`src/rtl/fqwh_pkg.sv`:
```
// Shared types and codes for the FIFO queue with waiter handoff.
// No dependencies; used by fqwh_cell, fqwh_row and the top level.
package fqwh_pkg;

    typedef enum logic [1:0] {
        FUNC_ENQ     = 2'd0,
        FUNC_DEQ     = 2'd1,
        FUNC_TRY_DEQ = 2'd2
    } func_t;

    typedef enum logic [2:0] {
        ST_STORED  = 3'd0,
        ST_HANDOFF = 3'd1,
        ST_SERVED  = 3'd2,
        ST_PARKED  = 3'd3,
        ST_EMPTY   = 3'd4,
        ST_DFULL   = 3'd5,
        ST_WFULL   = 3'd6
    } status_t;

    // Control seen by one storage cell
    typedef struct packed {
        logic shift;
        logic load;
    } cell_ctrl_t;

    // Control seen by one row of cells
    typedef struct packed {
        logic pop;
        logic push;
    } row_ctrl_t;

    localparam int unsigned SERVED_W = 32;

endpackage

```
`src/rtl/fifo_queue_with_waiter_handoff_unit.sv`:
```
// FIFO queue with waiter handoff. Every accepted item yields exactly one result
// item in the next cycle; a new item is taken each cycle as long as the result
// register is empty or being drained, so throughput is one item per cycle. Both
// cell rows are updated at the same clock edge as the result register.
// Enqueue (tuser 0) hands its word to the oldest parked requester if there is
// one, else stores it (or reports data full). Blocking dequeue (tuser 1) pops
// the oldest word, or parks the caller's ID (or reports waiters full). Try
// dequeue (tuser 2) pops or reports empty. Code 3 does nothing and reports
// empty. Results carry the counts after the operation and a saturating count
// of served dequeues. Both queues are rows of shifting cells with no reset;
// only written entries are ever read. No clearing pass is needed after reset.
// Depends on fqwh_pkg, fqwh_row, fqwh_cell.
module fifo_queue_with_waiter_handoff_unit #(
    parameter int unsigned DATA_DEPTH   = 16,
    parameter int unsigned WAITER_DEPTH = 8,
    parameter int unsigned DATA_WIDTH   = 32
) (
    input  logic        clk,
    input  logic        rst_n,
    input  logic        s_tvalid,
    output logic        s_tready,
    input  logic [39:0] s_tdata,   // [31:0] data_in, [39:32] requester_id
    input  logic [1:0]  s_tuser,   // [1:0] func
    output logic        m_tvalid,
    input  logic        m_tready,
    output logic [87:0] m_tdata,   // [31:0] data_out, [39:32] dest_id,
                                   // [44:40] stored_count, [48:45] waiting_now,
                                   // [80:49] served_total, [87:81] zero
    output logic [2:0]  m_tuser    // [2:0] status
);

    localparam int unsigned DCW = $clog2(DATA_DEPTH + 1);
    localparam int unsigned WCW = $clog2(WAITER_DEPTH + 1);

    // ---------------------------------------------------------------
    // Handshake: advance when the result register is free or drains
    // ---------------------------------------------------------------
    logic fire;
    logic m_tvalid_reg;
    logic m_tvalid_next;

    assign s_tready = !m_tvalid_reg || m_tready;
    assign fire     = s_tvalid && s_tready;

    // ---------------------------------------------------------------
    // Input fields
    // ---------------------------------------------------------------
    logic [1:0]            func;
    logic [31:0]           data_in;
    logic [7:0]            requester_id;
    logic [63:0]           data_in_ext;
    logic [DATA_WIDTH-1:0] word;

    assign func         = s_tuser;
    assign data_in      = s_tdata[31:0];
    assign requester_id = s_tdata[39:32];
    // keep only DATA_WIDTH bits of the incoming word
    assign data_in_ext  = 64'(data_in);
    assign word         = data_in_ext[DATA_WIDTH-1:0];

    // ---------------------------------------------------------------
    // Control state
    // ---------------------------------------------------------------
    logic [DCW-1:0]               data_count_reg, data_count_next;
    logic [WCW-1:0]               waiter_count_reg, waiter_count_next;
    logic [fqwh_pkg::SERVED_W-1:0] served_reg, served_next;

    logic [DATA_WIDTH-1:0] data_head;
    logic [7:0]            waiter_head;

    fqwh_pkg::row_ctrl_t data_ctrl;
    fqwh_pkg::row_ctrl_t waiter_ctrl;

    // ---------------------------------------------------------------
    // Result payload (no reset)
    // ---------------------------------------------------------------
    fqwh_pkg::status_t     status_reg, status_next;
    logic [DATA_WIDTH-1:0] dout_reg, dout_next;
    logic [7:0]            dest_reg, dest_next;

    // Decode of the operation against the current counts
    logic data_empty, data_full, waiter_empty, waiter_full;
    logic bump;

    assign data_empty   = (data_count_reg == '0);
    assign data_full    = (data_count_reg == DCW'(DATA_DEPTH));
    assign waiter_empty = (waiter_count_reg == '0);
    assign waiter_full  = (waiter_count_reg == WCW'(WAITER_DEPTH));

    always_comb
    begin
        status_next       = fqwh_pkg::ST_EMPTY;
        dout_next         = '0;
        dest_next         = requester_id;
        data_ctrl         = '0;
        waiter_ctrl       = '0;
        bump              = 1'b0;
        data_count_next   = data_count_reg;
        waiter_count_next = waiter_count_reg;

        case (func)
            fqwh_pkg::FUNC_ENQ:
            begin
                if (!waiter_empty)
                begin
                    // hand the word straight to the oldest parked requester
                    status_next       = fqwh_pkg::ST_HANDOFF;
                    dout_next         = word;
                    dest_next         = waiter_head;
                    waiter_ctrl.pop   = 1'b1;
                    waiter_count_next = waiter_count_reg - 1'b1;
                    bump              = 1'b1;
                end
                else if (data_full)
                begin
                    // drop the word
                    status_next = fqwh_pkg::ST_DFULL;
                    dest_next   = '0;
                end
                else
                begin
                    status_next     = fqwh_pkg::ST_STORED;
                    dest_next       = '0;
                    data_ctrl.push  = 1'b1;
                    data_count_next = data_count_reg + 1'b1;
                end
            end
            fqwh_pkg::FUNC_DEQ, fqwh_pkg::FUNC_TRY_DEQ:
            begin
                if (!data_empty)
                begin
                    status_next     = fqwh_pkg::ST_SERVED;
                    dout_next       = data_head;
                    data_ctrl.pop   = 1'b1;
                    data_count_next = data_count_reg - 1'b1;
                    bump            = 1'b1;
                end
                else if (func == fqwh_pkg::FUNC_TRY_DEQ)
                begin
                    status_next = fqwh_pkg::ST_EMPTY;
                end
                else if (waiter_full)
                begin
                    // drop the park request
                    status_next = fqwh_pkg::ST_WFULL;
                end
                else
                begin
                    status_next       = fqwh_pkg::ST_PARKED;
                    waiter_ctrl.push  = 1'b1;
                    waiter_count_next = waiter_count_reg + 1'b1;
                end
            end
            default:
            begin
                status_next = fqwh_pkg::ST_EMPTY;
            end
        endcase

        // gate every state change on the handshake
        if (!fire)
        begin
            data_ctrl         = '0;
            waiter_ctrl       = '0;
            bump              = 1'b0;
            data_count_next   = data_count_reg;
            waiter_count_next = waiter_count_reg;
        end
    end

    // Saturating served count
    always_comb
    begin
        served_next = served_reg;
        if (bump && (served_reg != '1))
        begin
            served_next = served_reg + 1'b1;
        end
    end

    always_comb
    begin
        m_tvalid_next = m_tvalid_reg;
        if (fire)
        begin
            m_tvalid_next = 1'b1;
        end
        else if (m_tready)
        begin
            m_tvalid_next = 1'b0;
        end
    end

    always_ff @(posedge clk or negedge rst_n)
    begin
        if (!rst_n)
        begin
            data_count_reg   <= '0;
            waiter_count_reg <= '0;
            served_reg       <= '0;
            m_tvalid_reg     <= 1'b0;
        end
        else
        begin
            data_count_reg   <= data_count_next;
            waiter_count_reg <= waiter_count_next;
            served_reg       <= served_next;
            m_tvalid_reg     <= m_tvalid_next;
        end
    end

    always_ff @(posedge clk)
    begin
        if (fire)
        begin
            status_reg <= status_next;
            dout_reg   <= dout_next;
            dest_reg   <= dest_next;
        end
    end

    // ---------------------------------------------------------------
    // Storage rows
    // ---------------------------------------------------------------
    fqwh_row #(
        .DEPTH (DATA_DEPTH),
        .W     (DATA_WIDTH)
    ) u_data_row (
        .clk       (clk),
        .ctrl      (data_ctrl),
        .count     (data_count_reg),
        .load_data (word),
        .head      (data_head)
    );

    fqwh_row #(
        .DEPTH (WAITER_DEPTH),
        .W     (8)
    ) u_waiter_row (
        .clk       (clk),
        .ctrl      (waiter_ctrl),
        .count     (waiter_count_reg),
        .load_data (requester_id),
        .head      (waiter_head)
    );

    // ---------------------------------------------------------------
    // Output packing; counts reflect state after the item
    // ---------------------------------------------------------------
    logic [63:0] dout_ext;
    logic [31:0] dcount_ext;
    logic [31:0] wcount_ext;

    assign dout_ext   = 64'(dout_reg);
    assign dcount_ext = 32'(data_count_reg);
    assign wcount_ext = 32'(waiter_count_reg);

    assign m_tvalid = m_tvalid_reg;
    assign m_tuser  = status_reg;
    assign m_tdata  = {7'd0, served_reg, wcount_ext[3:0], dcount_ext[4:0],
                       dest_reg, dout_ext[31:0]};

endmodule

```
`src/rtl/fqwh_cell.sv`:
```
// One storage cell of a shifting FIFO row: hold, take the neighbor's word, or load.
// Depends on fqwh_pkg (cell_ctrl_t).
module fqwh_cell #(
    parameter int unsigned W = 32
) (
    input  logic                  clk,
    input  fqwh_pkg::cell_ctrl_t  ctrl,
    input  logic [W-1:0]          load_data,
    input  logic [W-1:0]          shift_data,
    output logic [W-1:0]          data
);

    logic [W-1:0] data_reg;
    logic [W-1:0] data_next;

    always_comb
    begin
        data_next = data_reg;
        if (ctrl.load)
        begin
            data_next = load_data;
        end
        else if (ctrl.shift)
        begin
            data_next = shift_data;
        end
    end

    always_ff @(posedge clk)
    begin
        data_reg <= data_next;
    end

    assign data = data_reg;

endmodule

```
`src/rtl/fqwh_row.sv`:
```
// A row of fqwh_cell forming a FIFO: oldest entry in cell 0, pop shifts toward it.
// Depends on fqwh_pkg and fqwh_cell; the fill count is kept by the caller.
module fqwh_row #(
    parameter int unsigned DEPTH = 8,
    parameter int unsigned W     = 8
) (
    input  logic                         clk,
    input  fqwh_pkg::row_ctrl_t          ctrl,
    input  logic [$clog2(DEPTH+1)-1:0]   count,
    input  logic [W-1:0]                 load_data,
    output logic [W-1:0]                 head
);

    localparam int unsigned CW = $clog2(DEPTH + 1);

    logic [W-1:0] cell_q   [DEPTH];
    logic [W-1:0] cell_nbr [DEPTH];

    for (genvar i = 0; i < DEPTH; i++)
    begin : g_cell
        fqwh_pkg::cell_ctrl_t cc;

        if (i < DEPTH - 1)
        begin : g_mid
            assign cell_nbr[i] = cell_q[i+1];
        end
        else
        begin : g_end
            assign cell_nbr[i] = '0;
        end

        // push lands in the first free cell; pop advances every cell
        assign cc.shift = ctrl.pop;
        assign cc.load  = ctrl.push && (count == CW'(i));

        fqwh_cell #(
            .W (W)
        ) u_cell (
            .clk        (clk),
            .ctrl       (cc),
            .load_data  (load_data),
            .shift_data (cell_nbr[i]),
            .data       (cell_q[i])
        );
    end

    assign head = cell_q[0];

endmodule
```
`config.mk`:
```
export PLATFORM = sky130hd
export DESIGN_NAME = fifo_queue_with_waiter_handoff_unit
export DESIGN_NICKNAME = d
export VERILOG_FILES = /design/src/rtl/fqwh_pkg.sv /design/src/rtl/fifo_queue_with_waiter_handoff_unit.sv /design/src/rtl/fqwh_cell.sv /design/src/rtl/fqwh_row.sv
export SDC_FILE = /design/constraint.sdc
export NUM_CORES = 1
export LEC_CHECK = 0
export ABC_AREA = 1
export BUFFER_PORTS_ARGS = -buffer_cell sky130_fd_sc_hd__buf_2
export CAP_MARGIN = 20
export CORE_UTILIZATION = 58
export DETAILED_ROUTE_END_ITERATION = 7
export PLACE_DENSITY = 0.85
export RECOVER_POWER = 100
export SYNTH_ARGS = -nofsm -noshare
export SYNTH_HDL_FRONTEND = slang
export SYNTH_HIERARCHICAL = 1
export SYNTH_SLANG_ARGS = --single-unit
```
`constraint.sdc`:
```
create_clock -name clk -period 4.1 [get_ports clk]
set_input_delay 0.205 -clock clk [delete_from_list [all_inputs] [get_ports clk]]
set_output_delay 0.205 -clock clk [all_outputs]
set_load 0.005 [all_outputs]
```
==> results of run 1 <==
[cell families after synthesis]
logic type / Yosys count / share of synthesized area
AOI/OAI and AO/OA: 49 / 0.00832
xor gates and xnor gates: 21 / 0.00600
adders and majority gates: 9 / 0.00367
buffers and inverters: 239 / 0.0570
DFF: 661 / 0.640
other: 3 / 0.000367
and+or+nand+nor: 2228 / 0.284
[timing repair]
action / CTS / global route
buffers inserted: 0 / 0
hold buffers: 3 / 0
hold endpoints to repair: 43 / 0
[power groups by stage]
| stage | clock network (mW) | logic [mW] | registers [mW] |
|---|---|---|---|
| floorplan | 0 | 1.19 | 8.63 |
| global placement | 0 | 1.70 | 8.63 |
| detailed placement | 0 | 1.79 | 8.68 |
| CTS | 6.09 | 1.81 | 8.55 |
| global route | 6.37 | 2.03 | 8.61 |
| finish | 6.01 | 1.79 | 8.54 |
[through the flow]
stage / setup WS (ns) / power, mW / instance area (um^2) / cells
4_1_cts: 0.922 / 16.4 / 33300 / 4058
5_1_grt: 0.323 / 17.0 / 33200 / 4060
6_report: 0.555 / 16.3 / 33200 / 4060
3_3_place_gp: 0.997 / 10.3 / 31200 / 3935
2_1_floorplan: 1.77 / 9.82 / 30800 / 3254
3_5_place_dp: 0.835 / 10.5 / 31200 / 3935
[synthesized netlist by cell type (all sizes together)]
cell type,number
a21o,1
a21oi,34
a31oi,1
buf,142
clkbuf,12
clkinv,1
conb,3
dfrtp,42
edfxtp,619
ha,9
inv,84
nand2,1995
nand3,103
nand3b,2
nand4,4
nor2,98
nor3,1
o21ai,11
o21bai,1
o221ai,1
or2,25
xnor2,9
xor2,12
[worst max-delay path, delay by kind of cell, from the launching register on]
family        cells  cell delay (ns)
simple gates      7             2.00
buf+inv           2             0.64
flops             1             0.49
[worst paths after layout]
path	start	to	slack, ns	depth (start not counted)
worst max-delay path	waiter_count_reg[1]$_DFFE_PN0P_	u_data_row/g_cell[12].u_cell/data[25]$_DFFE_PP_	0.56	9
max in group asynchronous	rst_n	data_count_reg[1]$_DFFE_PN0P_	1.89	3
worst min register to register	u_data_row/g_cell[7].u_cell/data[25]$_DFFE_PP_	u_data_row/g_cell[6].u_cell/data[25]$_DFFE_PP_	0.49	2
worst max register to register	waiter_count_reg[1]$_DFFE_PN0P_	u_data_row/g_cell[12].u_cell/data[25]$_DFFE_PP_	0.56	9
worst min-delay path	s_tdata[39]	u_waiter_row/g_cell[0].u_cell/data[7]$_DFFE_PP_	0.03	3
min in group asynchronous	rst_n	served_reg[25]$_DFFE_PN0P_	0.31	2
[layout make-up]
class	instances	area, um^2
multi-input cells	2354	9430
inverters	85	357
clock buffers	84	1760
clock inverters	36	388
flip-flops and latches	661	19600
well taps	680	851
repair buffers	160	779
fillers	3773	18600
[layer usage]
layer	up-vias	GRT usage	part of all wire
met1	9861	0.286	0.40
li1	10500	-	-
met4	0	0.0598	0.020
met3	96	0.0441	0.083
met5	-	0	0
met2	810	0.393	0.50
==> results.toml, run 1 <==
[status]
run_status = "finished with violations"
violations = "max-capacitance violations, max-slew violations"

[setup_path]
worstPathArrival_ns = 3.77
worstSetupPathType = "flip-flop to flip-flop"
kind_of_end_point_of_the_critical_path = "flip-flop"
cells_along_the_critical_path = "nor2_1, nand4_1, nor3_1, inv_1, nor2_4, nand2_1, nor2_2, clkbuf_2, or2_2"
timing.critical_path.from_type = "flip-flop"
timing.critical_path.fanout_max = 34
maximum_single_stage_delay_on_the_critical_path_ns = 0.70
crit_required_ns = 4.32
slowest_stage = "sky130_fd_sc_hd__or2_2"

[floorplan]
design.die.area_um2 = 53800
boundaryPins = 139
placementRows = 83
die_h_um = 232
die_w_um = 232
core_region_area_um2 = 51800
initial_core_utilization = 0.592

[cells_and_area]
layout_commonest_cell = "sky130_fd_sc_hd__nand2_1"
area_growth_pct = 8.29
drive_gt1_frac = 0.0751
fin_nets = 3385
largest_register_ffs = 512
layout_common_cells = "sky130_fd_sc_hd__nand2_1 (1991), sky130_fd_sc_hd__edfxtp_1 (619), sky130_fd_sc_hd__nand3_1 (101)"
diodes = 0
finish.utilization = 0.641

[clock_tree]
cts_tree = "built"
clock_tree.htree_level_count = 3
cts.root.buffer_cell = "sky130_fd_sc_hd__clkbuf_16"
clockBufferDepth = 3
cts-buffers-inserted = 68
post_cts.resized_instances = 0
insertion_delay_ns = 0.62
clkSlewWorstSetupHoldPaths_ns = 0.06
clock_sink_count = 661

[drt]
postRouteAntennaNets = 0
drt-wirelength-per-cell_um = 14.6
detailroute.via_count = 21200
drtPass1Iterations = 5
post_drt_via_cell_ratio = 5.23
drt_drc_violations_left = 0
totalWireLength_mm = 59.1
drt_iter0_markers = 1836

[global_route]
total_grt_usage = 0.225
vias_in_the_first_global_route = 20200
grt_first_pass_wirelength_mm = 97.7
grt_antenna_before_repair = 0
grt_start_max_net_pins = 44
total_congestion_overflow = 0

[yosys]
ys_types = 38
synthDominantCellAreaShare = 0.606
ys_warn_count = 6
synth_seq_area_share = 0.640
netlist_area_um2 = 30700
synthesis.area_per_instance_um2 = 9.55
synth.ff_latch_count = 661
synth_area_leader_cell = "sky130_fd_sc_hd__edfxtp_1"
post_synth_main_area_contributors = "sky130_fd_sc_hd__edfxtp_1 (61%), sky130_fd_sc_hd__nand2_1 (24%), sky130_fd_sc_hd__dfrtp_1 (3.4%), sky130_fd_sc_hd__buf_6 (2.8%), sky130_fd_sc_hd__nand3_1 (1.6%)"
postSynthCellCount = 3210

[sta]
final_max_slew_viol_count = 44
rsz0062_at_grt = "no"
share_of_the_cycle_needed_by_the_critical_path_after_routing = 0.865
final_critical_delay_including_setup_and_external_delays_ns = 3.54
fmax_mhz = 282
whs_ns = 0.0333
hold_viol_final = 0
fin_setup_tns_ns = 0
timing.final.setup_violations = 0
worst_slew_margin_rel = -0.440
worstMarginPinSlew_ns = 2.16
fin_worst_skew_ns = 0.0331

[power]
seq_power_share = 0.523
power_dissipated_by_switching_net_loads_mw = 4.08
power_report.internal_total_mw = 12.3
net_switching_share_of_the_total_power = 0.249
power.share.clock = 0.368
leakagePower_nw = 14.4
vdd_ir_drop_max_mv = 0.422
power-per-cell-area_nw_per_um2 = 492
comb_power_share = 0.109

[place]
dpl.hpwl_mm = 40.5
placement.io_buffers = 131
routabilityCongestion = 0.922

[job]
maxCapViolations = 2

[worst_hold_path]
path_category_of_the_worst_min_delay_check = "primary input to flip-flop"
Power figures use the tool's default switching activity.
==> run 2, diff against run 1 <==
Settings changed: ABC_AREA 1 to unset, CORE_MARGIN set to 2.
==> run 2 against run 1 <==
- the flow still finishes with violations (max-capacitance violations, max-slew violations)
- critical path depth decreased by 2
- first-iteration DRC count decreased by 52%
- die area increased by 5.3%
- synthesized cell count decreased by 48%
- via count decreased by 30%
- combinational power decreased by 20%
- synthesized area increased by 3.5%
==> results.toml, run 2 <==
[status]
run_status = "finished with violations"
violations = "max-capacitance violations, max-slew violations"

[sta]
layout_setup_ws_ns = 0.235
fin_setup_tns_ns = 0
share_of_the_cycle_needed_by_the_critical_path_after_routing = 0.943
worst_slew_margin_rel = -0.563
hold_viol_final = 0
timing.final.setup_violations = 0
fin_worst_skew_ns = 0.0219
fmax_mhz = 259
worstMarginPinSlew_ns = 2.34
rsz0062_at_grt = "no"
final_critical_delay_including_setup_and_external_delays_ns = 3.87
final_max_slew_viol_count = 123

[cells_and_area]
layout_commonest_cell = "sky130_fd_sc_hd__edfxtp_1"
diodes = 0
fin_nets = 1924
nFillCells = 4083
largest_register_ffs = 512
total_area_of_multi_input_combinational_cells_um2 = 9070
layout_common_cells = "sky130_fd_sc_hd__edfxtp_1 (619), sky130_fd_sc_hd__mux2_1 (467), sky130_fd_sc_hd__buf_2 (97)"
postLayoutCellArea_um2 = 32600
drive_gt1_frac = 0.188
sequential_cell_area_um2 = 19600
area_growth_pct = 2.82

[floorplan]
initial_core_utilization = 0.589
boundaryPins = 139
core_region_area_um2 = 53900
die_w_um = 238
design.die.area_um2 = 56600
die_h_um = 238
placementRows = 85

[setup_path]
kind_of_end_point_of_the_critical_path = "flip-flop"
worst_r2r_startpoint = "waiter_count_reg[0]$_DFFE_PN0P_"
crit_required_ns = 4.43
maximum_single_stage_delay_on_the_critical_path_ns = 0.64
timing.critical_path.fanout_max = 21
worstPathBufferInverterCount = 1
cells_along_the_critical_path = "nor4_2, nand2_1, nor3_1, or4b_1, nor2_1, buf_2, mux2_1"
worstSetupPathType = "flip-flop to flip-flop"
timing.critical_path.from_type = "flip-flop"
cell_family_with_most_cp_delay = "simple AND/OR/NAND/NOR gates"
timing.critical_path.from = "waiter_count_reg[0]$_DFFE_PN0P_"
worstPathArrival_ns = 4.20
slowest_stage = "sky130_fd_sc_hd__or4b_1"

[clock_tree]
setup_buffers_after_cts = 0
post_cts.resized_instances = 0
insertion_delay_ns = 0.60
cts-buffers-inserted = 67
cts_tree = "built"
clockBufferDepth = 3
clock_tree.htree_level_count = 3
cts.root.buffer_cell = "sky130_fd_sc_hd__clkbuf_16"
clkSlewWorstSetupHoldPaths_ns = 0.06
clock_sink_count = 661

[yosys]
synthesis.area_per_instance_um2 = 19.0
synth_area_leader_cell = "sky130_fd_sc_hd__edfxtp_1"
yosys_most_used_dff = "sky130_fd_sc_hd__edfxtp_1"
netlist_area_um2 = 31800
synthDominantCellAreaShare = 0.585
post_synth_main_area_contributors = "sky130_fd_sc_hd__edfxtp_1 (59%), sky130_fd_sc_hd__mux2_4 (25%), sky130_fd_sc_hd__dfrtp_1 (3.3%), sky130_fd_sc_hd__buf_12 (3.0%), sky130_fd_sc_hd__mux2_2 (1.8%)"
ys_warn_count = 6
synthTopCellsByCount = "sky130_fd_sc_hd__edfxtp_1 (619), sky130_fd_sc_hd__mux2_4 (528), sky130_fd_sc_hd__nor2_1 (62)"
async_reset_ff_frac = 0.0635
ys_types = 58
synth_seq_area_share = 0.619
synth.most_common_cell = "sky130_fd_sc_hd__edfxtp_1"
synth_edf_count = 619
postSynthCellCount = 1670
synth.ff_latch_count = 661

[global_route]
vias_in_the_first_global_route = 15400
grt_antenna_before_repair = 0
total_congestion_overflow = 0
grt_first_pass_wirelength_mm = 82.5
total_grt_usage = 0.185
grt_start_max_net_pins = 44

[place]
placement.io_buffers = 131
dp_slack_ns = 0.389
routabilityCongestion = 0.849
dpl.hpwl_mm = 34.5
placement.cell_area_um2 = 32700

[drt]
met1_wl_mm = 23.2
wl_met3_mm = 2.44
post_drt_via_cell_ratio = 5.65
drt_drc_violations_left = 0
totalWireLength_mm = 53.2
drt_iter0_markers = 885
dr.max_layer_used = "met4"
postRouteAntennaNets = 0
drtPass1Iterations = 5
wl_met2_mm = 26.4
drt-wirelength-per-cell_um = 20.3
detailroute.via_count = 14800

[worst_hold_path]
path_category_of_the_worst_min_delay_check = "primary input to flip-flop"
holdCritStartpoint = "s_tdata[32]"

[job]
maxCapViolations = 3

[power]
vdd_ir_drop_max_mv = 0.398
leakagePower_nw = 11.3
power-per-cell-area_nw_per_um2 = 473
## run 2: cell count changes in the layout (fill, tap and decap cells not counted), moves of 24 or more
cell | previous run | this run
sky130_fd_sc_hd__a21oi_1 | 34 | 10
sky130_fd_sc_hd__a22oi_1 | 0 | 32
sky130_fd_sc_hd__inv_1 | 67 | 13
sky130_fd_sc_hd__mux2_1 | 0 | 467
sky130_fd_sc_hd__mux2_2 | 0 | 57
sky130_fd_sc_hd__mux2_4 | 0 | 57
sky130_fd_sc_hd__nand2_1 | 1991 | 22
sky130_fd_sc_hd__nand3_1 | 101 | 13
sky130_fd_sc_hd__nor2_1 | 79 | 55
## run 2: through the flow
step / hold WS [ns] / power (mW) / util / std cells
3_3_place_gp: 0.393 / 9.99 / 0.606 / 2492
2_1_floorplan: -0.0906 / 9.48 / - / 1714
3_5_place_dp: 0.407 / 10.1 / 0.606 / 2492
4_1_cts: 0.0338 / 15.9 / 0.644 / 2616
6_report: 0.0525 / 15.5 / 0.605 / 2617
5_1_grt: 0.0491 / 16.0 / 0.605 / 2617
## run 2: area by class of cell
| class | count | share of cell area |
|---|---|---|
| Clock buffer | 84 | 0.0552 |
| Clock inverter | 37 | 0.00770 |
| Inverter | 13 | 0.00149 |
| Multi-Input combinational cell | 941 | 0.278 |
| Sequential cell | 661 | 0.602 |
| Tap cell | 696 | 0.0267 |
| Timing Repair Buffer | 185 | 0.0295 |
## run 2: what timing repair did
item / in CTS / in global routing
hold buffers: 3 / 0
endpoints found under the hold margin: 43 / 0
setup endpoints to repair: 0 / 0
## run 2: layer usage
layer,vias up,global-route usage
li1,6846,-
met1,7483,0.237
met2,369,0.322
met3,82,0.0331
met4,0,0.0532
met5,-,0
## run 2: cell families (layout without fill, tap and decap cells)
logic type | after synthesis | count (layout) | synth area share
AO/OA/AOI/OAI | 63 | 63 | 0.0158
XOR/XNOR | 38 | 38 | 0.0105
adder cells (fa/ha/maj) | 9 | 9 | 0.00355
buffers and inverters | 112 | 319 | 0.0452
flip-flops | 661 | 661 | 0.619
multiplexers | 581 | 581 | 0.268
other | 3 | 47 | 0.000355
AND/OR/NAND/NOR | 203 | 203 | 0.0376
## run 2: where the power goes
part	switching, mW	internal, mW	total [mW]
Clock	2.46	3.26	5.72
Combinational	0.916	0.520	1.44
Sequential	0.255	8.05	8.30
Total	3.63	11.8	15.5
## run 2: worst paths after layout
path                                                                  end  slack, ns  cells after the start
setup / recovery           u_data_row/g_cell[2].u_cell/data[27]$_DFFE_PP_       0.23                      7
hold / removal                                      dest_reg[0]$_DFFE_PP_       0.05                      2
setup reg to reg           u_data_row/g_cell[2].u_cell/data[27]$_DFFE_PP_       0.23                      7
hold reg to reg                                served_reg[16]$_DFFE_PN0P_       0.50                      1
max in group asynchronous                       served_reg[0]$_DFFE_PN0P_       1.90                      2
min in group asynchronous                      served_reg[29]$_DFFE_PN0P_       0.86                      2
